`config.mk`:
```
export PLATFORM = sky130hd
export DESIGN_NAME = i2c_master_register_sequencer_top_flat
export DESIGN_NICKNAME = d
export VERILOG_FILES = /design/src/design/i2crs_pkg.sv /design/src/design/i2crs_if.sv /design/src/design/i2crs_classify.sv /design/src/design/i2crs_seq.sv /design/src/design/i2c_master_register_sequencer_top.sv /design/src/flat_wrapper.sv
export SDC_FILE = /design/constraint.sdc
export NUM_CORES = 1
export LEC_CHECK = 0
export BUFFER_PORTS_ARGS = -buffer_cell sky130_fd_sc_hd__buf_2
export CORE_MARGIN = 5
export CORE_UTILIZATION = 40
export DETAILED_ROUTE_END_ITERATION = 16
export SETUP_SLACK_MARGIN = 0.02
export SLEW_MARGIN = 20
export SYNTH_ARGS = -nofsm -noshare
export SYNTH_HDL_FRONTEND = slang
export SYNTH_SLANG_ARGS = --single-unit
```
`constraint.sdc`:
```
create_clock -name clk -period 2.45 [get_ports clk]
set_input_delay 0.735 -clock clk [delete_from_list [all_inputs] [get_ports clk]]
set_output_delay 0.735 -clock clk [all_outputs]
set_load 0.02 [all_outputs]
```
`src/design/i2crs_pkg.sv`:
```
// Shared codes and types for the I2C master register sequencer.
`timescale 1ns / 1ps
`default_nettype none

package i2crs_pkg;

  // Command codes on the request channel
  localparam logic [2:0] CMD_START   = 3'd0;
  localparam logic [2:0] CMD_STATUS  = 3'd1;
  localparam logic [2:0] CMD_RX_DONE = 3'd2;
  localparam logic [2:0] CMD_TX_DONE = 3'd3;
  localparam logic [2:0] CMD_ERROR   = 3'd4;

  // Sequencer phases
  localparam logic [2:0] PH_IDLE   = 3'd0;
  localparam logic [2:0] PH_SB     = 3'd1;
  localparam logic [2:0] PH_TXSEL  = 3'd2;
  localparam logic [2:0] PH_REGTXE = 3'd3;
  localparam logic [2:0] PH_RSB    = 3'd4;
  localparam logic [2:0] PH_RXSEL  = 3'd5;
  localparam logic [2:0] PH_DMA    = 3'd6;
  localparam logic [2:0] PH_BTF    = 3'd7;

  // Status event codes
  localparam logic [2:0] EV_SB    = 3'd0;
  localparam logic [2:0] EV_TXSEL = 3'd1;
  localparam logic [2:0] EV_RXSEL = 3'd2;
  localparam logic [2:0] EV_TXE   = 3'd3;
  localparam logic [2:0] EV_BTF   = 3'd4;
  localparam logic [2:0] EV_NONE  = 3'd5;

  // Status flag bit positions
  localparam int SR_SB      = 0;
  localparam int SR_ADDR    = 1;
  localparam int SR_BTF     = 2;
  localparam int SR_HDR10   = 3;
  localparam int SR_TXE     = 4;
  localparam int SR_TIMEOUT = 5;

  // Decoded status events for one transaction
  typedef struct packed {
    logic [2:0] first;
    logic       txe;
    logic       btf;
    logic       timeout;
  } ev_t;

  // Result of one transaction
  typedef struct packed {
    logic       issue_start;
    logic       send_address;
    logic       send_data;
    logic [7:0] tx_byte;
    logic       enable_dma;
    logic       disable_dma;
    logic       issue_stop;
    logic       enable_peripheral;
    logic       disable_peripheral;
    logic       transfer_done;
    logic       release_bus;
    logic [2:0] state_code;
  } res_t;

endpackage

`default_nettype wire

```
`src/design/i2crs_if.sv`:
```
// Valid/ready channel interfaces for requests and results.
`timescale 1ns / 1ps
`default_nettype none

interface i2crs_req_if;
  logic       valid;
  logic       ready;
  logic [2:0] command;
  logic       read_not_write;
  logic [6:0] device_address;
  logic [7:0] register_index;
  logic [5:0] status_flags;
  logic [2:0] bus_flags;

  modport source (
    output valid, command, read_not_write, device_address, register_index,
           status_flags, bus_flags,
    input  ready
  );
  modport sink (
    input  valid, command, read_not_write, device_address, register_index,
           status_flags, bus_flags,
    output ready
  );
endinterface

interface i2crs_res_if;
  logic       valid;
  logic       ready;
  logic       issue_start;
  logic       send_address;
  logic       send_data;
  logic [7:0] tx_byte;
  logic       enable_dma;
  logic       disable_dma;
  logic       issue_stop;
  logic       enable_peripheral;
  logic       disable_peripheral;
  logic       transfer_done;
  logic       release_bus;
  logic [2:0] state_code;

  modport source (
    output valid, issue_start, send_address, send_data, tx_byte, enable_dma,
           disable_dma, issue_stop, enable_peripheral, disable_peripheral,
           transfer_done, release_bus, state_code,
    input  ready
  );
  modport sink (
    input  valid, issue_start, send_address, send_data, tx_byte, enable_dma,
           disable_dma, issue_stop, enable_peripheral, disable_peripheral,
           transfer_done, release_bus, state_code,
    output ready
  );
endinterface

`default_nettype wire

```
`src/design/i2crs_classify.sv`:
```
// Status flag decoder: splits controller flags into ordered events.
`timescale 1ns / 1ps
`default_nettype none

module i2crs_classify (
  input  wire logic [5:0]     status_flags,
  input  wire logic [2:0]     bus_flags,
  output i2crs_pkg::ev_t      ev
);

  logic busy_master;

  assign busy_master = bus_flags[0] & bus_flags[1];

  always_comb begin
    ev = '0;
    // Only one addressing-phase event per transaction, highest priority first
    if (status_flags[i2crs_pkg::SR_SB]) begin
      ev.first = i2crs_pkg::EV_SB;
    end else if (status_flags[i2crs_pkg::SR_HDR10] && busy_master) begin
      ev.first = i2crs_pkg::EV_NONE;
    end else if (status_flags[i2crs_pkg::SR_TXE] && status_flags[i2crs_pkg::SR_ADDR] &&
                 (bus_flags == 3'b111)) begin
      ev.first = i2crs_pkg::EV_TXSEL;
    end else if (status_flags[i2crs_pkg::SR_ADDR] && busy_master) begin
      ev.first = i2crs_pkg::EV_RXSEL;
    end else begin
      ev.first = i2crs_pkg::EV_NONE;
    end
    ev.txe     = status_flags[i2crs_pkg::SR_TXE];
    ev.btf     = status_flags[i2crs_pkg::SR_BTF];
    ev.timeout = status_flags[i2crs_pkg::SR_TIMEOUT];
  end

endmodule

`default_nettype wire

```
`src/design/i2crs_seq.sv`:
```
// Sequencer state registers and the per-transaction next-state logic.
`timescale 1ns / 1ps
`default_nettype none

module i2crs_seq (
  input  wire logic           clk,
  input  wire logic           rst,
  input  wire logic           advance,
  input  wire logic [2:0]     command,
  input  wire logic           read_not_write,
  input  wire logic [6:0]     device_address,
  input  wire logic [7:0]     register_index,
  input  wire i2crs_pkg::ev_t ev,
  output i2crs_pkg::res_t     res
);

  logic [2:0] phase;
  logic       is_read;
  logic [6:0] target_address;
  logic [7:0] target_register;
  logic       latch_start;

  i2crs_pkg::res_t r1, r2, r3;

  function automatic i2crs_pkg::res_t finish(input i2crs_pkg::res_t base);
    i2crs_pkg::res_t r;
    r = base;
    r.transfer_done      = 1'b1;
    r.disable_dma        = 1'b1;
    r.issue_stop         = 1'b1;
    r.disable_peripheral = 1'b1;
    r.enable_peripheral  = 1'b1;
    r.release_bus        = 1'b1;
    r.state_code         = i2crs_pkg::PH_IDLE;
    return r;
  endfunction

  // One status event applied to one phase; state_code carries the new phase
  function automatic i2crs_pkg::res_t on_status(input logic [2:0] evc,
                                                input logic [2:0] ph,
                                                input logic       rd,
                                                input logic [6:0] addr,
                                                input logic [7:0] regi);
    i2crs_pkg::res_t r;
    r = '0;
    r.state_code = ph;
    case (ph)
      i2crs_pkg::PH_SB: begin
        if (evc == i2crs_pkg::EV_SB) begin
          r.send_address = 1'b1;
          r.tx_byte      = {addr, 1'b0};
          r.state_code   = i2crs_pkg::PH_TXSEL;
        end
      end
      i2crs_pkg::PH_TXSEL: begin
        if (evc == i2crs_pkg::EV_TXSEL) begin
          r.send_data  = 1'b1;
          r.tx_byte    = regi;
          r.state_code = i2crs_pkg::PH_REGTXE;
        end
      end
      i2crs_pkg::PH_REGTXE: begin
        if (evc == i2crs_pkg::EV_TXE) begin
          if (rd) begin
            r.issue_start = 1'b1;
            r.state_code  = i2crs_pkg::PH_RSB;
          end else begin
            r.enable_dma = 1'b1;
            r.state_code = i2crs_pkg::PH_DMA;
          end
        end
      end
      i2crs_pkg::PH_RSB: begin
        if (evc == i2crs_pkg::EV_SB) begin
          r.send_address = 1'b1;
          r.tx_byte      = {addr, 1'b1};
          r.state_code   = i2crs_pkg::PH_RXSEL;
        end
      end
      i2crs_pkg::PH_RXSEL: begin
        if (evc == i2crs_pkg::EV_RXSEL) begin
          r.enable_dma = 1'b1;
          r.state_code = i2crs_pkg::PH_DMA;
        end
      end
      i2crs_pkg::PH_BTF: begin
        if (evc == i2crs_pkg::EV_TXE || evc == i2crs_pkg::EV_BTF) begin
          r = finish(r);
        end
      end
      default: begin
      end
    endcase
    return r;
  endfunction

  // Chain the three ordered status events through the phase
  always_comb begin
    r1 = on_status(ev.first, phase, is_read, target_address, target_register);
    r2 = on_status(ev.txe ? i2crs_pkg::EV_TXE : i2crs_pkg::EV_NONE, r1.state_code,
                   is_read, target_address, target_register);
    r3 = on_status(ev.btf ? i2crs_pkg::EV_BTF : i2crs_pkg::EV_NONE, r2.state_code,
                   is_read, target_address, target_register);
  end

  always_comb begin
    res         = '0;
    res.state_code = phase;
    latch_start = 1'b0;
    unique case (command)
      i2crs_pkg::CMD_START: begin
        if (phase == i2crs_pkg::PH_IDLE) begin
          latch_start           = 1'b1;
          res.enable_peripheral = 1'b1;
          res.issue_start       = 1'b1;
          res.state_code        = i2crs_pkg::PH_SB;
        end
      end
      i2crs_pkg::CMD_STATUS: begin
        // At most one event writes tx_byte, so a plain OR merges them
        res            = i2crs_pkg::res_t'(r1 | r2 | r3);
        res.state_code = r3.state_code;
      end
      i2crs_pkg::CMD_RX_DONE: begin
        if (phase == i2crs_pkg::PH_DMA) begin
          res = finish(res);
        end
      end
      i2crs_pkg::CMD_TX_DONE: begin
        if (phase == i2crs_pkg::PH_DMA) begin
          res.disable_dma = 1'b1;
          res.state_code  = i2crs_pkg::PH_BTF;
        end
      end
      i2crs_pkg::CMD_ERROR: begin
        if (ev.timeout) begin
          if (phase != i2crs_pkg::PH_IDLE) begin
            res.enable_peripheral = 1'b1;
            res.release_bus       = 1'b1;
            res.state_code        = i2crs_pkg::PH_IDLE;
          end
        end else begin
          res.issue_stop         = 1'b1;
          res.disable_peripheral = 1'b1;
          res.transfer_done      = 1'b1;
          res.enable_peripheral  = 1'b1;
          res.release_bus        = 1'b1;
          res.state_code         = i2crs_pkg::PH_IDLE;
        end
      end
      default: begin
      end
    endcase
  end

  always_ff @(posedge clk) begin
    if (rst) begin
      phase           <= i2crs_pkg::PH_IDLE;
      is_read         <= 1'b0;
      target_address  <= '0;
      target_register <= '0;
    end else if (advance) begin
      phase <= res.state_code;
      if (latch_start) begin
        is_read         <= read_not_write;
        target_address  <= device_address;
        target_register <= register_index;
      end
    end
  end

endmodule

`default_nettype wire

```
`src/design/i2c_master_register_sequencer_top.sv`:
```
// Top level of the I2C master register sequencer: request and result stages.
//
//   channel   direction   contents
//   -------   ---------   -----------------------------------------------
//   request   sink        command, start parameters, status and bus flags
//   result    source      bus actions, tx byte, DMA/controller strobes, state
//
// One transaction is accepted per cycle while the result channel keeps taking
// results. The request register loads on acceptance, the result register loads
// from it when the request stage advances, and the result handshake follows.
// The phase register in the sequencer closes the only loop through the next-state logic.
// Synchronous active-high rst clears both stage valids and the sequencer state.
// When the result is not taken, the request register holds its transaction and
// request.ready drops only once both stages are full.
`timescale 1ns / 1ps
`default_nettype none

module i2c_master_register_sequencer_top (
  input  wire logic    clk,
  input  wire logic    rst,
  i2crs_req_if.sink    request,
  i2crs_res_if.source  result
);

  // Request stage
  logic       req_valid;
  logic [2:0] req_command;
  logic       req_read_not_write;
  logic [6:0] req_device_address;
  logic [7:0] req_register_index;
  logic [5:0] req_status_flags;
  logic [2:0] req_bus_flags;

  // Result stage
  logic            res_valid;
  i2crs_pkg::res_t res_q;

  logic            res_open;
  logic            advance;
  i2crs_pkg::ev_t  ev;
  i2crs_pkg::res_t res_d;

  // Move the request stage forward whenever the result register can take it
  assign res_open      = !res_valid || result.ready;
  assign advance       = req_valid && res_open;
  assign request.ready = !req_valid || res_open;

  always_ff @(posedge clk) begin
    if (rst) begin
      req_valid <= 1'b0;
    end else if (request.ready) begin
      req_valid <= request.valid;
    end
  end

  // Capture payload on acceptance; hold it while stalled
  always_ff @(posedge clk) begin
    if (request.valid && request.ready) begin
      req_command        <= request.command;
      req_read_not_write <= request.read_not_write;
      req_device_address <= request.device_address;
      req_register_index <= request.register_index;
      req_status_flags   <= request.status_flags;
      req_bus_flags      <= request.bus_flags;
    end
  end

  i2crs_classify u_classify (
    .status_flags (req_status_flags),
    .bus_flags    (req_bus_flags),
    .ev           (ev)
  );

  i2crs_seq u_seq (
    .clk            (clk),
    .rst            (rst),
    .advance        (advance),
    .command        (req_command),
    .read_not_write (req_read_not_write),
    .device_address (req_device_address),
    .register_index (req_register_index),
    .ev             (ev),
    .res            (res_d)
  );

  always_ff @(posedge clk) begin
    if (rst) begin
      res_valid <= 1'b0;
    end else if (res_open) begin
      res_valid <= req_valid;
    end
  end

  always_ff @(posedge clk) begin
    if (advance) begin
      res_q <= res_d;
    end
  end

  // Drive the result channel from the result register
  assign result.valid              = res_valid;
  assign result.issue_start        = res_q.issue_start;
  assign result.send_address       = res_q.send_address;
  assign result.send_data          = res_q.send_data;
  assign result.tx_byte            = res_q.tx_byte;
  assign result.enable_dma         = res_q.enable_dma;
  assign result.disable_dma        = res_q.disable_dma;
  assign result.issue_stop         = res_q.issue_stop;
  assign result.enable_peripheral  = res_q.enable_peripheral;
  assign result.disable_peripheral = res_q.disable_peripheral;
  assign result.transfer_done      = res_q.transfer_done;
  assign result.release_bus        = res_q.release_bus;
  assign result.state_code         = res_q.state_code;

`ifndef SYNTH
  // Address and register byte never go out in the same transaction
  a_one_send: assert property (@(posedge clk) disable iff (rst)
    res_valid |-> !(res_q.send_address && res_q.send_data))
    else $error("address and data byte sent together");

  // Releasing the bus always leaves the sequencer idle
  a_release_idle: assert property (@(posedge clk) disable iff (rst)
    (res_valid && res_q.release_bus) |-> (res_q.state_code == i2crs_pkg::PH_IDLE))
    else $error("bus released outside idle");

  // A finished transfer always releases the bus
  a_done_release: assert property (@(posedge clk) disable iff (rst)
    (res_valid && res_q.transfer_done) |-> res_q.release_bus)
    else $error("transfer done without bus release");

  // DMA is only enabled on the way into the DMA wait phase
  a_dma_phase: assert property (@(posedge clk) disable iff (rst)
    (res_valid && res_q.enable_dma) |-> (res_q.state_code == i2crs_pkg::PH_DMA))
    else $error("DMA enabled outside DMA phase");
`endif

endmodule

`default_nettype wire

```
`src/flat_wrapper.sv`:
```
// flat-port wrapper written by rule: the top's interface ports become plain ports
module i2c_master_register_sequencer_top_flat 
  (clk, rst, request_valid, request_command, request_read_not_write, request_device_address, request_register_index, request_status_flags, request_bus_flags, request_ready, result_valid, result_issue_start, result_send_address, result_send_data, result_tx_byte, result_enable_dma, result_disable_dma, result_issue_stop, result_enable_peripheral, result_disable_peripheral, result_transfer_done, result_release_bus, result_state_code, result_ready);
  i2crs_req_if request_i ();
  i2crs_res_if result_i ();
  input  wire logic clk;
  input  wire logic rst;
  input wire logic [$bits(request_i.valid)-1:0] request_valid;
  input wire logic [$bits(request_i.command)-1:0] request_command;
  input wire logic [$bits(request_i.read_not_write)-1:0] request_read_not_write;
  input wire logic [$bits(request_i.device_address)-1:0] request_device_address;
  input wire logic [$bits(request_i.register_index)-1:0] request_register_index;
  input wire logic [$bits(request_i.status_flags)-1:0] request_status_flags;
  input wire logic [$bits(request_i.bus_flags)-1:0] request_bus_flags;
  output wire logic [$bits(request_i.ready)-1:0] request_ready;
  output wire logic [$bits(result_i.valid)-1:0] result_valid;
  output wire logic [$bits(result_i.issue_start)-1:0] result_issue_start;
  output wire logic [$bits(result_i.send_address)-1:0] result_send_address;
  output wire logic [$bits(result_i.send_data)-1:0] result_send_data;
  output wire logic [$bits(result_i.tx_byte)-1:0] result_tx_byte;
  output wire logic [$bits(result_i.enable_dma)-1:0] result_enable_dma;
  output wire logic [$bits(result_i.disable_dma)-1:0] result_disable_dma;
  output wire logic [$bits(result_i.issue_stop)-1:0] result_issue_stop;
  output wire logic [$bits(result_i.enable_peripheral)-1:0] result_enable_peripheral;
  output wire logic [$bits(result_i.disable_peripheral)-1:0] result_disable_peripheral;
  output wire logic [$bits(result_i.transfer_done)-1:0] result_transfer_done;
  output wire logic [$bits(result_i.release_bus)-1:0] result_release_bus;
  output wire logic [$bits(result_i.state_code)-1:0] result_state_code;
  input wire logic [$bits(result_i.ready)-1:0] result_ready;
  assign request_i.valid = request_valid;
  assign request_i.command = request_command;
  assign request_i.read_not_write = request_read_not_write;
  assign request_i.device_address = request_device_address;
  assign request_i.register_index = request_register_index;
  assign request_i.status_flags = request_status_flags;
  assign request_i.bus_flags = request_bus_flags;
  assign request_ready = request_i.ready;
  assign result_valid = result_i.valid;
  assign result_issue_start = result_i.issue_start;
  assign result_send_address = result_i.send_address;
  assign result_send_data = result_i.send_data;
  assign result_tx_byte = result_i.tx_byte;
  assign result_enable_dma = result_i.enable_dma;
  assign result_disable_dma = result_i.disable_dma;
  assign result_issue_stop = result_i.issue_stop;
  assign result_enable_peripheral = result_i.enable_peripheral;
  assign result_disable_peripheral = result_i.disable_peripheral;
  assign result_transfer_done = result_i.transfer_done;
  assign result_release_bus = result_i.release_bus;
  assign result_state_code = result_i.state_code;
  assign result_i.ready = result_ready;
  i2c_master_register_sequencer_top u_core (.clk(clk), .rst(rst), .request(request_i), .result(result_i));
endmodule
```
==> flow_summary.ini, run 1 <==
[clocking]
clk_latency_ns = 0.33
cts_tree = done
cts.path.max_buffers = 2
ctsResizeCount = 0
cts_max_level = 3
cts_made_buffers = 9
hold_buffers = 0
clkSinkCount = 68
cts.root.buffer_cell = clkbuf_8
path_clk_slew_ns = 0.07
post_cts_buffers = 0

[critical_path]
cp_max_fo = 5
reg2reg_depth = 6
critical_path.max_stage_delay_ns = 0.51
cpMaxStageDelayCell = a2111oi_1
critPathRequiredTime_ns = 2.57
r2r_slack_ns = 0.19
critPathLaunchType = register
crit_arrival_ns = 2.38
cp_top_family = compound AO/OA/AOI/OAI gates
reg2reg_from = u_core.req_status_flags[0]
end_kind = register
cp_cell_sequence = nand4b_1 -> a2111oi_1 -> buf_4 -> or3_1 -> nand3_1 -> o41ai_1
critPathBufInv = 1
path_class = register to register
r2r_end = u_core.result.enable_dma

[sta]
fin_crit_sh_pct = 92.1
fin_ws_ns = 0.192
max_freq_mhz = 443
setup_viol = 0
worst_slew_pin_slew_ns = 0.874
skew_ns = 0.00804
finalHoldViolations = 0
timing.final.max_slew_violations = 0
setup-tns-final_ns = 0
slew_headroom_pct = 41.3
period_minus_slack_ns = 2.26
rsz0062_at_grt = false

[logic_synthesis]
async_flop_share_pct = 0
syn-num-nets = 276
synthMuxAreaShare_pct = 0
synth.yosys.seq_area_share_pct = 65.1
avgSynthCellArea_um2 = 11.5
synth_top_family_by_area = simple AND/OR/NAND/NOR gates
synth_xor_area_share_pct = 0.934
synthSimpleGateAreaFrac_pct = 16.6
syn-instance-count = 244
synth_edf_count = 47
synth-main-ff-cell = edfxtp_1
synthDistinctLibCells = 53
synth-warning-count = 0
ys_ff_latch = 68
synth-compound-area-share_pct = 13.5
synth_area_um2 = 2810
synth-adder-area-share_pct = 0

[global_route]
overflow = 0
grt_pass1_wl_mm = 9.21
grt_pass1_vias = 1925
grt_max_degree = 29
track_usage_pct = 13.6
antenna_found_initial = 0

[detailed_routing]
dr.first_iter.drc_count = 164
wirelength_mm = 5.56
routed_via_density = 4.89
vias = 1991
first_pass_iters = 4
drtAntennaViolNets = 0
drc_errors = 0
wl_per_cell_um = 13.7

[final_layout]
drive_above_1_share_pct = 27.7
layout_common_cells = 54 x buf_2, 47 x edfxtp_1, 45 x nand2_1
nFillCells = 653
layout.nets = 338
n_antenna_cell = 0
multi_input_area_um2 = 875
syn_to_final_growth_pct = 21.0
final_common_cell = buf_2
seqCellArea_um2 = 1830

[power_and_ir_drop]
max-vdd-ir-drop_mv = 0.384
finalPower_mw = 2.44
power_density_nw_per_um2 = 717
p_leak_nw = 1.25

[floorplanning]
die_y_um = 93.9
start_util_pct = 41.2
pin_count = 55
die_x_um = 93.9
core_area_um2 = 6830
die_area_um2 = 8810
std_cell_rows = 30

[flow_run]
cap_violations = 0

[place]
pre_cts_ws_ns = 0.201
hpwl_mm = 3.97
place_congestion = 0.851
place.port_buffers = 54

[min_path]
min_path_type = register to register
hold_depth = 2
worstHoldStart = u_core.u_seq.target_register[7]
hold_end = u_core.u_seq.target_register[7]

[status]
status = finished clean
-- how the worst max path moves through the flow --
stage                                     startpoint                        to  slack [ns]  cells past startpoint
after detailed placement  u_core.req_status_flags[0]  u_core.result.enable_dma        0.20                      5
after global routing      u_core.req_status_flags[0]  u_core.result.enable_dma        0.06                      6
after floorplan                         result_ready   u_core.req_bus_flags[0]        0.34                      3
after CTS                 u_core.req_status_flags[0]  u_core.result.enable_dma        0.17                      5
final                     u_core.req_status_flags[0]  u_core.result.enable_dma        0.19                      6
after global placement    u_core.req_status_flags[0]  u_core.result.enable_dma        0.29                      5
-- worst reg2reg max path: cells and delay by family, from the launching register on --
family	cells	cell delay, ns
AOI/OAI and AO/OA	2	0.86
DFF	1	0.45
and+or+nand+nor	3	0.53
buffers and inverters	1	0.21
-- flip-flops by register name, summed over array words and instances, names as in the netlist, 3 cells and up --
name and flops:
u_core.req_status_flags 6, u_core.req_device_address 7, u_core.u_seq.target_register 8, u_core.req_register_index 8, u_core.result.tx_byte 8, u_core.result.state_code 3
u_core.u_seq.phase 3, u_core.req_command 3, u_core.u_seq.target_address 7, u_core.req_bus_flags 3
-- power breakdown --
part	leakage, nW	internal [mW]	total (mW)	switching [mW]
Combinational	0.524	0.0639	0.169	0.105
Clock	0.101	0.569	0.969	0.400
Sequential	0.621	1.28	1.30	0.0227
-- cell families (layout without fill, tap and decap cells) --
kind of cell / after synthesis / after routing
buffers and inverters: 19 / 86
xor gates and xnor gates: 3 / 3
DFF: 68 / 68
AOI/OAI and AO/OA: 56 / 56
and+or+nand+nor: 98 / 98
-- area by class of cell --
| class | instances | area share [%] |
|---|---|---|
| clock inverters | 5 | 2.24 |
| clock buffers | 11 | 3.86 |
| inverters | 5 | 0.551 |
| repair buffers | 65 | 10.4 |
| multi-input cells | 157 | 25.7 |
| flip-flops and latches | 68 | 53.8 |
| well taps | 96 | 3.53 |
-- through the flow --
step	hold WS, ns	instance area, um^2	std cells	util [%]
floorplan	0.436	2810	244	-
global placement	0.441	3200	391	46.8
detailed placement	0.446	3200	391	46.8
CTS	0.456	3400	407	49.8
global route	0.472	3410	407	49.9
finish	0.455	3410	407	49.9
-- routing by layer --
metal / track usage [%] / routed length [um]
met1: 19.0 / 2780
met2: 18.9 / 2370
met3: 3.21 / 357
met4: 8.66 / 51
met5: 0 / 0
-- synthesized netlist by cell type (5+ instances only) --
master / number / share of area [%]
edfxtp_1: 47 / 50
nand2_1: 45 / 6.0
a21oi_1: 22 / 3.9
dfxtp_1: 21 / 15
nor2_1: 20 / 2.7
a22oi_1: 7 / 1.9
clkbuf_1: 6 / 0.80
inv_1: 5 / 0.67
nand2b_1: 5 / 1.1
nor3_1: 5 / 0.89
o21ai_0: 5 / 0.89
Note: power is estimated with default switching activity, not from simulation.
==> inputs of run 2 (changes only) <==
--- a/config.mk
+++ b/config.mk
@@ -5,10 +5,11 @@
 export SDC_FILE = /design/constraint.sdc
 export NUM_CORES = 1
 export LEC_CHECK = 0
-export BUFFER_PORTS_ARGS = -buffer_cell sky130_fd_sc_hd__buf_2
+export ABC_AREA = 1
 export CORE_MARGIN = 5
 export CORE_UTILIZATION = 40
 export DETAILED_ROUTE_END_ITERATION = 16
+export DONT_BUFFER_PORTS = 1
 export SETUP_SLACK_MARGIN = 0.02
 export SLEW_MARGIN = 20
 export SYNTH_ARGS = -nofsm -noshare
==> run 2 against run 1 <==
Via count is 5.5% lower. Sequential power up 3%. Register-to-register slack improved by 0.28 ns. Global-route usage increased by 0.30 points. Worst setup slack better by 0.28 ns. Largest power group unchanged.
==> flow_summary.ini, run 2 <==
[place]
hpwl_mm = 3.95
place_congestion = 0.920
post_dp_cell_area_um2 = 2890
pre_cts_ws_ns = 0.425
place.port_buffers = 0

[sta]
finalHoldViolations = 0
timing.final.max_slew_violations = 0
worst_slew_pin_slew_ns = 0.541
skew_ns = 0.00815
setup_viol = 0
slew_headroom_pct = 64.0
period_minus_slack_ns = 1.98
setup-tns-final_ns = 0
rsz0062_at_grt = false
fin_ws_ns = 0.468
fin_crit_sh_pct = 80.9
max_freq_mhz = 504

[critical_path]
critPathLaunchType = register
path_class = register to register
r2r_slack_ns = 0.47
critPathRequiredTime_ns = 2.69
cpMaxStageDelayCell = edfxtp_1
crit_path_frequent_cell = nor2_1
crit_arrival_ns = 2.22
end_kind = register
cp_cell_sequence = nor2_1 -> nand4_1 -> nor2_1 -> inv_2 -> nor2_4 -> inv_1 -> nor2_1 -> nor2_1
reg2reg_from = u_core.req_command[1]
critical_path.max_stage_delay_ns = 0.45
reg2reg_depth = 8
r2r_end = u_core.u_seq.target_register[2]
cp_max_fo = 17

[logic_synthesis]
yosysMostFrequentCell = nand2_1
synth_edf_count = 47
avgSynthCellArea_um2 = 10.1
synth_area_um2 = 2790
synth-warning-count = 0
async_flop_share_pct = 0
synth_commonest_cells = 48 x nand2_1, 47 x edfxtp_1, 47 x nor2_1
ys_ff_latch = 68
syn-instance-count = 275
syn-num-nets = 307
synth_top_area_share_pct = 50.6
synth.yosys.seq_area_share_pct = 65.7
synth_area_leaders = edfxtp_1 51%, dfxtp_1 15%, nand2_1 6.5%
yosysTopAreaCell = edfxtp_1
synthDistinctLibCells = 24
synth-main-ff-cell = edfxtp_1

[clocking]
clk_latency_ns = 0.34
path_clk_slew_ns = 0.08
cts_made_buffers = 9
post_cts_buffers = 0
clkSinkCount = 68
hold_buffers = 0
cts_max_level = 3
cts.path.max_buffers = 2
cts_tree = done
ctsResizeCount = 0
cts.root.buffer_cell = clkbuf_8

[detailed_routing]
vias = 1881
wirelength_mm = 5.62
routed_via_density = 4.91
drc_errors = 0
drtAntennaViolNets = 0
dr.first_iter.drc_count = 128
wl_per_cell_um = 14.7
first_pass_iters = 4

[final_layout]
nFillCells = 645
layout.nets = 314
n_antenna_cell = 0
drive_above_1_share_pct = 12.2
layout_common_cells = 48 x nand2_1, 47 x nor2_1, 47 x edfxtp_1
final_common_cell = nand2_1
fin_area_um2 = 3110
syn_to_final_growth_pct = 11.5

[floorplanning]
die_y_um = 93.5
core_area_um2 = 6790
start_util_pct = 41.1
die_x_um = 93.5
pin_count = 55
die_area_um2 = 8750
std_cell_rows = 30

[flow_run]
cap_violations = 0

[power_and_ir_drop]
finalPower_mw = 2.51
power_density_nw_per_um2 = 806
p_leak_nw = 1.20
max-vdd-ir-drop_mv = 0.525

[status]
status = finished clean

[global_route]
grt_pass1_vias = 1942
track_usage_pct = 13.9
grt_pass1_wl_mm = 9.20
grt_max_degree = 29
antenna_found_initial = 1
overflow = 0

[min_path]
hold_end = u_core.result.valid
worstHoldStart = rst
hold_depth = 1
min_path_type = input port to register
==> run 2: cell types whose count changed in the layout (fill, tap and decap cells not counted), moves of 7 or more <==
cell     delta
a22oi_1     -7
inv_1      +17
nand3_1    +11
buf_4       -8
nor2_1     +27
buf_2      -54
o21ai_0    +17
==> run 2: cells by family (layout without fill, tap and decap cells) <==
kind of cell | after synthesis | after routing | synth area share, %
DFF | 68 | 68 | 65.6
buffers and inverters | 33 | 45 | 5.16
and+or+nand+nor | 132 | 132 | 21.4
AOI/OAI and AO/OA | 42 | 42 | 7.76
==> run 2: worst max-delay path, delay by kind of cell (launching register included) <==
kind | cells | cell delay (ns)
simple gates | 6 | 1.02
flops | 1 | 0.45
buf+inv | 2 | 0.39
==> run 2: worst max path at each step <==
stage	startpoint	endpoint	slack, ns	cells past startpoint
6_report	u_core.req_command[1]	u_core.u_seq.target_register[2]	0.47	8
3_3_place_gp	result_ready	u_core.u_seq.target_address[6]	0.51	7
2_1_floorplan	result_ready	u_core.req_bus_flags[0]	0.42	4
3_5_place_dp	result_ready	u_core.u_seq.is_read	0.43	7
5_1_grt	u_core.req_command[1]	u_core.u_seq.is_read	0.28	8
4_1_cts	u_core.req_command[1]	u_core.u_seq.target_register[3]	0.48	8
==> run 2: report_power, final <==
| part | internal [mW] | switching [mW] |
|---|---|---|
| sequential | 1.29 | 0.0536 |
| combinational | 0.0394 | 0.0943 |
| clock | 0.578 | 0.456 |
==> run 2: final cells by class <==
cell class                      instances  area (um^2)  share of cell area [%]
Inverter                               26          100                    3.22
Sequential cell                        68         1830                    58.9
Timing Repair Buffer                    3         22.5                   0.724
Multi-Input combinational cell        174          815                    26.2
Clock buffer                            9          124                    3.98
Tap cell                               96          120                    3.86
Clock inverter                          7         98.8                    3.18
==> run 2: through the flow <==
stage | instances | util, % | hold slack, ns
CTS | 383 | 45.8 | 0.442
detailed placement | 367 | 42.5 | 0.460
floorplan | 275 | - | 0.447
finish | 383 | 45.8 | 0.460
global placement | 367 | 42.5 | 0.456
global route | 383 | 45.8 | 0.442
==> run 2: per-layer routing <==
layer	vias up	routed length (um)	GRT usage, %
li1	942	-	-
met1	869	2460	16.3
met2	54	2630	21.9
met3	14	396	6.44
met4	2	133	6.23
met5	-	7	0
==> inputs of run 3 (changes only) <==
==> constraint.sdc (replaced) <==
create_clock -name clk -period 1.7 [get_ports clk]
set_input_delay 0.51 -clock clk [delete_from_list [all_inputs] [get_ports clk]]
set_output_delay 0.51 -clock clk [all_outputs]
set_load 0.02 [all_outputs]
==> run 3 against run 2 <==
Register-to-register slack got worse by 0.41 ns. Fmax rose by 21%. Die area did not move. Combinational power rose by 87%. First-iteration DRC count fell by 8.6%. Total power rose by 41%. Cell count rose by 4.7%. Count of clock-buffer cells in the layout did not move. Critical path type unchanged. Critical endpoint is now u_core.u_seq.target_register[1]. Highest routed layer unchanged.
==> flow_summary.ini, run 3 (synthesis gave the netlist of run 2 again) <==
[floorplanning]
std_cell_rows = 30
die_area_um2 = 8750
die_x_um = 93.5
die_y_um = 93.5
start_util_pct = 41.1
pin_count = 55
core_area_um2 = 6790

[global_route]
overflow = 0
grt_pass1_vias = 1921
antenna_found_initial = 1
grt_pass1_wl_mm = 9.24
track_usage_pct = 14.0
grt_max_degree = 29

[detailed_routing]
routed_via_density = 4.85
drc_errors = 0
wl_per_cell_um = 14.3
wirelength_mm = 5.73
drtAntennaViolNets = 0
dr.first_iter.drc_count = 117
vias = 1944
first_pass_iters = 4

[critical_path]
crit_arrival_ns = 1.88
critPathRequiredTime_ns = 1.94
r2r_end = u_core.u_seq.target_register[1]
cp_max_fo = 16
critPathLaunchType = register
end_kind = register
r2r_slack_ns = 0.06
reg2reg_from = u_core.req_command[0]
reg2reg_depth = 9
path_class = register to register

[place]
place_congestion = 0.855
post_dp_cell_area_um2 = 2990
pre_cts_ws_ns = -0.0560
place_inst = 378
place.port_buffers = 0
hpwl_mm = 3.97

[final_layout]
drive_above_1_share_pct = 26.6
fin_area_um2 = 3370
layout_common_cells = 47 x nand2_1, 47 x edfxtp_1, 30 x nor2_1
nFillCells = 606
post-route-util_pct = 49.6
syn_to_final_growth_pct = 20.8
stdcell_count = 401
layout.nets = 332
n_antenna_cell = 0

[power_and_ir_drop]
p_int_mw = 2.64
swShare_pct = 25.6
clkPwrFrac_pct = 38.5
p_seq_share_pct = 54.4
p_switching_uw = 909
max-vdd-ir-drop_mv = 0.623
finalPower_mw = 3.55
power_density_nw_per_um2 = 1050
share_comb_of_total_power_pct = 7.0
p_leak_nw = 1.28

[min_path]
hold_depth = 1
worstHoldStart = rst
hold_end = u_core.req_valid
min_path_type = input port to register

[clocking]
cts_tree = done
cts_max_level = 3
cts_made_buffers = 9
cts.root.buffer_cell = clkbuf_8
clk_latency_ns = 0.34
path_clk_slew_ns = 0.08
cts.path.max_buffers = 2
hold_buffers = 0
clkSinkCount = 68

[sta]
fin_ws_ns = 0.0582
fin_crit_sh_pct = 96.6
skew_ns = 0.00611
worst_slew_pin_slew_ns = 0.444
finalHoldViolations = 0
timing.final.max_slew_violations = 0
slew_headroom_pct = 70.1
setup_viol = 0
max_freq_mhz = 609
period_minus_slack_ns = 1.64
rsz0062_at_grt = true

[status]
status = finished clean

[flow_run]
cap_violations = 0
## run 3: cell count changes in the layout (fill, tap and decap cells not counted), sizes merged
cell and delta:
clkinvlp +3, bufinv -1, clkinv -2, buf +18
## run 3: metrics by stage
stage	hold slack [ns]	TNS, ns
after detailed placement	0.458	-0.101
final	0.226	0
after floorplan	0.447	0
after global routing	0.206	-0.104
after CTS	0.209	0
after global placement	0.455	-0.0697
## run 3: repair_timing
action,4_1_cts,5_1_grt
resized for setup,4,34
buffers inserted,2,5
setup endpoints to repair,6,30
pin swaps,0,4
## run 3: area by class of cell
| class | instances | area (um^2) | area share, % |
|---|---|---|---|
| Tap cell | 96 | 120 | 3.56 |
| Clock inverter | 7 | 80.1 | 2.38 |
| Multi-Input combinational cell | 174 | 911 | 27.0 |
| Inverter | 26 | 110 | 3.27 |
| Timing Repair Buffer | 21 | 186 | 5.53 |
| Clock buffer | 9 | 124 | 3.68 |
| Sequential cell | 68 | 1840 | 54.5 |
## run 3: worst max-delay path: stages (launching register included)
cell and delay [ns]:
edfxtp_1 0.45, nor2_1 0.15, nand4_1 0.13, nor2_1 0.15, inv_2 0.06, nor2_4 0.15
clkinvlp_4 0.12, buf_12 0.17, nor2_1 0.10, nor2_1 0.05
## run 3: how the worst max path moves through the flow
stage	startpoint	end	slack, ns	cells after the start
5_1_grt	u_core.req_status_flags[0]	u_core.result.enable_dma	-0.02	8
3_5_place_dp	u_core.req_status_flags[0]	u_core.result.enable_dma	-0.06	8
2_1_floorplan	result_ready	u_core.req_bus_flags[0]	0.05	4
4_1_cts	u_core.u_seq.phase[1]	u_core.result.enable_dma	0.03	8
6_report	u_core.req_command[0]	u_core.u_seq.target_register[1]	0.06	9
3_3_place_gp	u_core.req_status_flags[0]	u_core.result.enable_dma	-0.05	8
## run 3: power by group through the flow
stage                     Clock, mW  Sequential [mW]  Combinational, mW
after floorplan                   0             1.95              0.166
after global placement            0             1.96              0.222
after detailed placement          0             1.96              0.223
after CTS                      1.40             1.92              0.231
after global routing           1.50             1.94              0.277
final                          1.37             1.93              0.250
## run 3: metal layers
layer | wire length, um | up-vias | GRT usage [%]
li1 | - | 981 | -
met1 | 2410 | 899 | 15.5
met2 | 2860 | 51 | 22.9
met3 | 372 | 11 | 6.52
met4 | 80 | 2 | 6.47
met5 | 7 | - | 0
